File: config.mk
export PLATFORM = sky130hd
export DESIGN_NAME = tccs_ctrl
export DESIGN_NICKNAME = d
export VERILOG_FILES = /design/src/design/tccs_pkg.sv /design/src/design/tccs_ctrl.sv
export SDC_FILE = /design/constraint.sdc
export NUM_CORES = 1
export LEC_CHECK = 0
export BUFFER_PORTS_ARGS = -buffer_cell sky130_fd_sc_hd__buf_2
export CORE_AREA = 4 4 41 43
export DETAILED_ROUTE_END_ITERATION = 7
export DIE_AREA = 0 0 45 47
export PLACE_DENSITY = 0.57
export SYNTH_ARGS = -nofsm -noshare
export SYNTH_HDL_FRONTEND = slang
export SYNTH_SLANG_ARGS = --single-unit
File: constraint.sdc
create_clock -name clk_i -period 1.3 [get_ports clk_i]
set_input_delay 0.065 -clock clk_i [delete_from_list [all_inputs] [get_ports clk_i]]
set_output_delay 0.065 -clock clk_i [all_outputs]
set_load 0.01 [all_outputs]
File: src/design/tccs_pkg.sv
// Package for the text console: geometry, field widths, codes and the
// controller/datapath command and status types. No dependencies.
`default_nettype none

package tccs_pkg;

  // Screen geometry.
  localparam int COLUMNS       = 80;
  localparam int ROWS          = 25;
  localparam int CELL_COUNT    = ROWS * COLUMNS;
  localparam int LAST_ROW_BASE = COLUMNS * (ROWS - 1);

  // Field and register widths.
  localparam int MODE_W   = 3;
  localparam int CHAR_W   = 8;
  localparam int POS_W    = 12;
  localparam int CURSOR_W = 11;
  localparam int CELL_W   = 16;
  localparam int ATTR_W   = 8;
  localparam int COL_W    = 7;
  localparam int ROW_W    = 5;

  // Derived widths for addressing and the walk counter.
  localparam int ADDR_W = $clog2(CELL_COUNT);
  localparam int WALK_W = $clog2(CELL_COUNT + 1);
  localparam int LIN_W  = COL_W + ROW_W;

  // Scaled reciprocal of the row length. With the shift at least
  // log2(CELL_COUNT * COLUMNS), the product gives the exact row for every
  // position on the screen.
  localparam int RECIP_SHIFT = $clog2(CELL_COUNT * COLUMNS);
  localparam int ROW_RECIP   = (2 ** RECIP_SHIFT + COLUMNS - 1) / COLUMNS;
  localparam int PROD_W      = POS_W + RECIP_SHIFT;

  // Character and cell constants.
  localparam logic [CHAR_W-1:0] NEWLINE_CODE = 8'd10;
  localparam logic [CHAR_W-1:0] SPACE_CODE   = 8'h20;
  localparam logic [ATTR_W-1:0] ATTR_RESET   = 8'h0F;
  localparam logic [CELL_W-1:0] BLANK_CELL   = 16'h0F20;

  // Item operations.
  typedef enum logic [MODE_W-1:0] {
    MODE_PUSH       = 3'd0,
    MODE_SET_CURSOR = 3'd1,
    MODE_WRITE      = 3'd2,
    MODE_CLEAR      = 3'd3,
    MODE_READ       = 3'd4
  } mode_e;

  // Controller states.
  typedef enum logic [2:0] {
    ST_INIT,
    ST_IDLE,
    ST_EXEC,
    ST_SCROLL,
    ST_FILL,
    ST_DONE
  } state_e;

  // Commands from the controller to the datapath.
  typedef struct packed {
    logic capture;
    logic exec;
    logic walk_clear;
    logic scroll_step;
    logic fill_step;
    logic fill_init;
    logic load_out;
  } cmd_t;

  // Status from the datapath to the controller.
  typedef struct packed {
    logic [MODE_W-1:0] mode;
    logic              needs_scroll;
    logic              scroll_last;
    logic              fill_last;
  } sts_t;

endpackage

`default_nettype wire

File: src/design/tccs_ctrl.sv
// Controller state machine of the text console: sequences each item and the
// store walks. Depends on tccs_pkg.
`default_nettype none

module tccs_ctrl import tccs_pkg::*; (
  input  logic clk_i,
  input  logic rst_ni,
  input  logic in_valid_i,
  output logic in_ready_o,
  output logic out_valid_o,
  input  logic out_ready_i,
  input  sts_t sts_i,
  output cmd_t cmd_o
);

  state_e state_q, state_d;
  logic   out_valid_q, out_valid_d;
  logic   out_free;

  // The result register can take a new result when empty or being drained.
  assign out_free = !out_valid_q || out_ready_i;

  // Next state.
  always_comb begin
    state_d = state_q;
    case (state_q)
      ST_INIT: begin
        if (sts_i.fill_last) begin
          state_d = ST_IDLE;
        end
      end
      ST_IDLE: begin
        if (in_valid_i) begin
          state_d = ST_EXEC;
        end
      end
      ST_EXEC: begin
        case (sts_i.mode)
          MODE_PUSH:  state_d = sts_i.needs_scroll ? ST_SCROLL : ST_DONE;
          MODE_CLEAR: state_d = ST_FILL;
          default:    state_d = ST_DONE;
        endcase
      end
      ST_SCROLL: begin
        if (sts_i.scroll_last) begin
          state_d = ST_DONE;
        end
      end
      ST_FILL: begin
        if (sts_i.fill_last) begin
          state_d = ST_DONE;
        end
      end
      ST_DONE: begin
        if (out_free) begin
          state_d = in_valid_i ? ST_EXEC : ST_IDLE;
        end
      end
      default: state_d = ST_IDLE;
    endcase
  end

  // Outputs and datapath commands.
  always_comb begin
    cmd_o      = '0;
    in_ready_o = 1'b0;
    case (state_q)
      ST_INIT: begin
        cmd_o.fill_step = 1'b1;
        cmd_o.fill_init = 1'b1;
      end
      ST_IDLE: begin
        in_ready_o    = 1'b1;
        cmd_o.capture = in_valid_i;
      end
      ST_EXEC: begin
        cmd_o.exec       = 1'b1;
        cmd_o.walk_clear = 1'b1;
      end
      ST_SCROLL: begin
        cmd_o.scroll_step = 1'b1;
      end
      ST_FILL: begin
        cmd_o.fill_step = 1'b1;
      end
      ST_DONE: begin
        if (out_free) begin
          cmd_o.load_out = 1'b1;
          in_ready_o     = 1'b1;
          cmd_o.capture  = in_valid_i;
        end
      end
      default: begin
        cmd_o = '0;
      end
    endcase
  end

  // Result valid flag.
  assign out_valid_d = cmd_o.load_out || (out_valid_q && !out_ready_i);

  always_ff @(posedge clk_i or negedge rst_ni) begin
    if (!rst_ni) begin
      state_q     <= ST_INIT;
      out_valid_q <= 1'b0;
    end else begin
      state_q     <= state_d;
      out_valid_q <= out_valid_d;
    end
  end

  assign out_valid_o = out_valid_q;

  // A waiting result is never overwritten.
  a_no_overwrite: assert property (@(posedge clk_i) disable iff (!rst_ni)
    cmd_o.load_out |-> (!out_valid_q || out_ready_i))
    else $error("result register overwritten while full");

  // An accepted item is executed in the next cycle.
  a_accept_exec: assert property (@(posedge clk_i) disable iff (!rst_ni)
    (in_valid_i && in_ready_o) |=> (state_q == ST_EXEC))
    else $error("accepted item not executed");

  // The scroll walk ends in the result state.
  a_scroll_end: assert property (@(posedge clk_i) disable iff (!rst_ni)
    (state_q == ST_SCROLL && sts_i.scroll_last) |=> (state_q == ST_DONE))
    else $error("scroll walk did not finish");

endmodule

`default_nettype wire

## Word-level counts from Yosys, hierarchy flattened

Cells that the tools add are included.

- Register bits: 4
- Bits in latches: 0
- Bits in writable memories: 0
- Memory bits (read-only): 0
- Bits of input ports: 10
- Output and inout port bits: 9
- Word-level logic and storage cells: 40
- Memories kept: 0

- Add/sub/neg operators: 0
- Multiply operators: 0
- Divide/modulo/power cells: 0
- $lt $le $gt $ge: 0
- Equality and inequality tests: 11
- Shift operators: 0
- Mux-type cells: 18
- Bitwise gates (word level): 0
- Reduce and logical (&&, ||, !) cells: 9

Operator list:

| operator | count |
|---|---|
| two-way mux 3 bit | 6 |
| case mux 3 bit (6 select lines) | 1 |
| inequality test 2 bit, second input constant | 5 |
| equality test 3 x 2 -> 1 bit, second input constant | 3 |
| equality test 3 bit, second input constant | 2 |
| zero test 3 bit | 2 |
| two-way mux 1 bit | 6 |
| case mux 3 bit (2 select lines) | 1 |
| AND reduction 5 bit | 1 |
| two-way mux 2 bit | 2 |
| case mux 1 bit (2 select lines) | 2 |
| equality test 3 x 1 -> 1 bit, second input constant | 1 |
| zero test 1 bit | 2 |
| logical OR 1 bit | 2 |
| OR reduction 2 bit | 1 |
| logical AND 1 bit | 1 |

## Logic depth before layout (Yosys ltp)

- Word-level depth: 5
- Gate-level depth with buffers: 4

## Worst setup path after synthesis

No wires, ideal clock.

- Path kind: register to register
- From: register state_q[0]
- To: register state_q[0]
- Arrival: 1.066 ns
- Data required time: 1.168 ns
- Setup slack: 0.101 ns
- Cell stages (with the launch flop): 5
- Buffers on the path: 1
- Path through: dfrtp_1 > buf_6 > nor3b_4 > and4b_2 > a211oi_2

- Cells in the longest elaborated chain, start to end: 3
- Elaborated cells on any way between the ends: 13
- Those cells by class: eq/ne: 10; mux: 1; reduce/logical: 2

Ends and longest elaborated chain:

| item | line | source |
|---|---|---|
| from (decl) | tccs_ctrl.sv:16 | `state_e state_q, state_d;` |
| from (signal assigned) | tccs_ctrl.sv:107 | `state_q <= state_d;` |
| equality test 3 bit, or another cell as far along | tccs_ctrl.sv:26 | `case (state_q)` |
| inequality test 2 bit (no line) | - |  |
| AND reduction 5 bit (no line) | - |  |

Parallel ways exist; a longest one is shown, timed or not.
A chain may end at the register's enable or synchronous reset.

==> impl_metrics.csv <==
group,metric,value,unit
logic_synthesis,synth_edf_count,0,
drt,dr_total_vias,337,
floorplanning,die_y,47,um
grt,overflow,0,
logic_synthesis,synth_cell_types,25,
pwr,ir_drop,1.07,mV
sta,setup_viol,0,
logic_synthesis,synth.net_count,48,
logic_synthesis,synth_warnings,0,
finish,drive_gt1_share,66.1,%
placement,place_congestion,0.646,
floorplanning,die_area,2120,sq um
sta,finClkSkew,0.000911,ns
grt,grt_pass1_vias,297,
finish,area_growth,46.0,%
pwr,pwr-share-seq,25.3,%
worst_setup_path,start_kind,"register",
worst_setup_path,slowest_stage,"dfrtp_2",
pwr,p_int,753,uW
pwr,swShare,39.8,%
worst_setup_path,cp.required,1.24,ns
sta,final_hold_viol_count,0,
sta,worst_slew_pin_slew,0.255,ns
sta,fmax,790,MHz
clock_network,htreeDepth,1,
grt,grt_pass1_wl,1.25,mm
sta,tns,0,ns
drt,drt_wl_total,849,um
sta,worst_slack,0.0347,ns
floorplanning,die_x,45,um
clock_network,clockRootBuffer,"clkbuf_4",
drt,post_drt_wl_per_cell,11.0,um
sta,min_period,1.27,ns
logic_synthesis,synth_ff_type,"dfrtp_1",
finish,fin_cells,77,
logic_synthesis,synthTopCellsByCount,"dfrtp_1 (4), buf_4 (3), nand2_1 (3), nor2_1 (3), nor2b_1 (3)",
finish,diodes,0,
floorplanning,start_util,29.0,%
placement,portBuffers,18,
sta,slew_violations,0,
grt,grtUsageTotal,8.64,%
logic_synthesis,synth-seq-cells,4,
clock_network,cts_buffers,3,
logic_synthesis,yosysSeqAreaShare,26.5,%
clock_network,clk_latency,0.23,ns
logic_synthesis,yosys-top-cells-area,"dfrtp_1 (26%), nor4b_4 (6.3%), buf_4 (6.0%)",
drt,ant_nets,0,
finish,nets,74,
logic_synthesis,syn_avg_cell_area,9.94,sq um
drt,drt-pass1-iter-count,4,
placement,dp.cells,68,
clock_network,clock_sinks,4,
clock_network,path_clk_slew,0.04,ns
drt,first_iter_violations,3,
pwr,p_sw,498,uW
sta,rsz0062_at_grt,"yes",
worst_setup_path,crit_type,"register to output pin",
placement,pre_cts_ws,0.0654,ns
clock_network,cts_tree,"yes",
logic_synthesis,syn-cell-area,378,sq um
worst_setup_path,crit_path_end_kind,"output pin",
worst_setup_path,path_cells,"nand2b_4, a21oi_4, and2_1, buf_2",
worst_setup_path,slowest_delay,0.43,ns
pwr,powerDensity,2270,nW/um^2
hold_path,hp-class,"input pin to register",
sta,relSlewSlack,82.9,%
logic_synthesis,synthCells,38,
drt,viasPerCell,4.38,
sta,fin_crit_sh,97.3,%
drt,drcViolationCount,0,
worst_setup_path,crit_fanout,6,
worst_setup_path,crit_arrival,1.20,ns
logic_synthesis,yosysMostFrequentCell,"dfrtp_1",
clock_network,cts_buffer_depth,2,
floorplanning,coreArea,1300,sq um
pwr,comb_power_share,62.6,%
logic_synthesis,async_reset_ff_share,100,%
logic_synthesis,yosys.area.top_type,"dfrtp_1",
grt,antenna_found_initial,0,
floorplanning,ios,19,
pwr,p_clk_share,12.1,%
grt,grt_max_degree,11,
flow_run,maxCapViolations,0,
logic_synthesis,netlist.area_leader.share,26.5,%
floorplanning,rows,13,
pwr,leakagePower,0.270,nW
status,status,"complete, no violations",
[worst max-delay path, delay by kind of cell, from the launching register on]
kind	cells	cell delay (ns)
flip-flops	1	0.43
AND/OR/NAND/NOR	2	0.29
AO/OA/AOI/OAI	1	0.13
buffers and inverters	1	0.12
[stage by stage]
step           utilization [%]  hold slack (ns)  total power [mW]  area (sq um)
6_report                  42.4           0.0374              1.25           552
5_1_grt                   42.4           0.0424              1.35           552
4_1_cts                   40.7           0.0300              1.20           529
3_5_place_dp              35.4           -0.128             0.936           460
3_3_place_gp              35.4           -0.124             0.927           460
2_1_floorplan                -           -0.231             0.804           378
[registers in the layout (all words and copies together) (netlist names)]
register,flops
state_q,3
out_valid_o,1
[metal layers]
metal / up-vias / track usage, % / part of all wire, %
met5: - / 0 / 0
met4: 0 / 7.02 / 2.2
met3: 2 / 2.30 / 3.4
met2: 12 / 12.4 / 50
met1: 144 / 10.8 / 44
li1: 179 / - / -
[timing repair]
| item | 4_1_cts | 5_1_grt |
|---|---|---|
| pin swaps | 0 | 2 |
| gates resized for setup | 5 | 2 |
| buffers inserted | 3 | 2 |
| setup endpoints to repair | 2 | 5 |
| hold buffers | 1 | 0 |
| hold endpoints to repair | 4 | 0 |
[logic make-up (layout without fill, tap and decap cells)]
group	count (synthesis)	count (layout)	synth area share [%]
compound gates	7	7	20.2
buf+inv	5	29	9.93
flops	4	4	26.5
simple gates	22	22	43.4
[power by group through the flow]
stage          clock, mW  combinational (mW)  sequential, mW
3_3_place_gp           0               0.615           0.312
2_1_floorplan          0               0.593           0.211
4_1_cts            0.158               0.732           0.313
3_5_place_dp           0               0.618           0.318
5_1_grt            0.165               0.852           0.336
6_report           0.152               0.783           0.317
[placed cells by master, fill, tap and decap left out]
cell type,count
dfrtp_1,1
inv_1,1
nand3_1,1
nor3_1,2
buf_4,6
o21a_1,1
a21oi_4,1
nand2b_4,1
nor3b_4,1
and4b_2,1
nor2b_1,1
a2bb2oi_2,1
nor4b_4,1
o21bai_1,1
dlygate4sd3_1,1
nand3b_1,1
and2_1,1
or2_2,1
buf_2,18
nor2_1,3
nor2b_4,1
nand2b_1,2
o32ai_2,1
nor2b_2,1
clkbuf_4,3
or2b_1,1
o221ai_1,1
dfrtp_2,3
nand2_1,3
a211oi_2,1
[final timing paths]
check / startpoint / to / slack (ns) / cells past startpoint
setup / recovery: state_q[1] / cmd_o[6] / 0.03 / 4
hold / removal: sts_i[1] / state_q[1] / 0.04 / 2
setup reg to reg: state_q[1] / state_q[0] / 0.09 / 4
hold reg to reg: out_valid_o / out_valid_o / 0.65 / 2
max in group asynchronous: rst_ni / state_q[0] / 1.01 / 2
min in group asynchronous: rst_ni / out_valid_o / 0.16 / 2
[area by class of cell]
type	instances	area, sq um
clock buffer	3	22.5
fill	139	749
inverter	1	3.75
multi-input combinational	29	258
sequential	4	104
tap	15	18.8
timing repair buffer	25	145
Power figures use the tool's default switching activity.
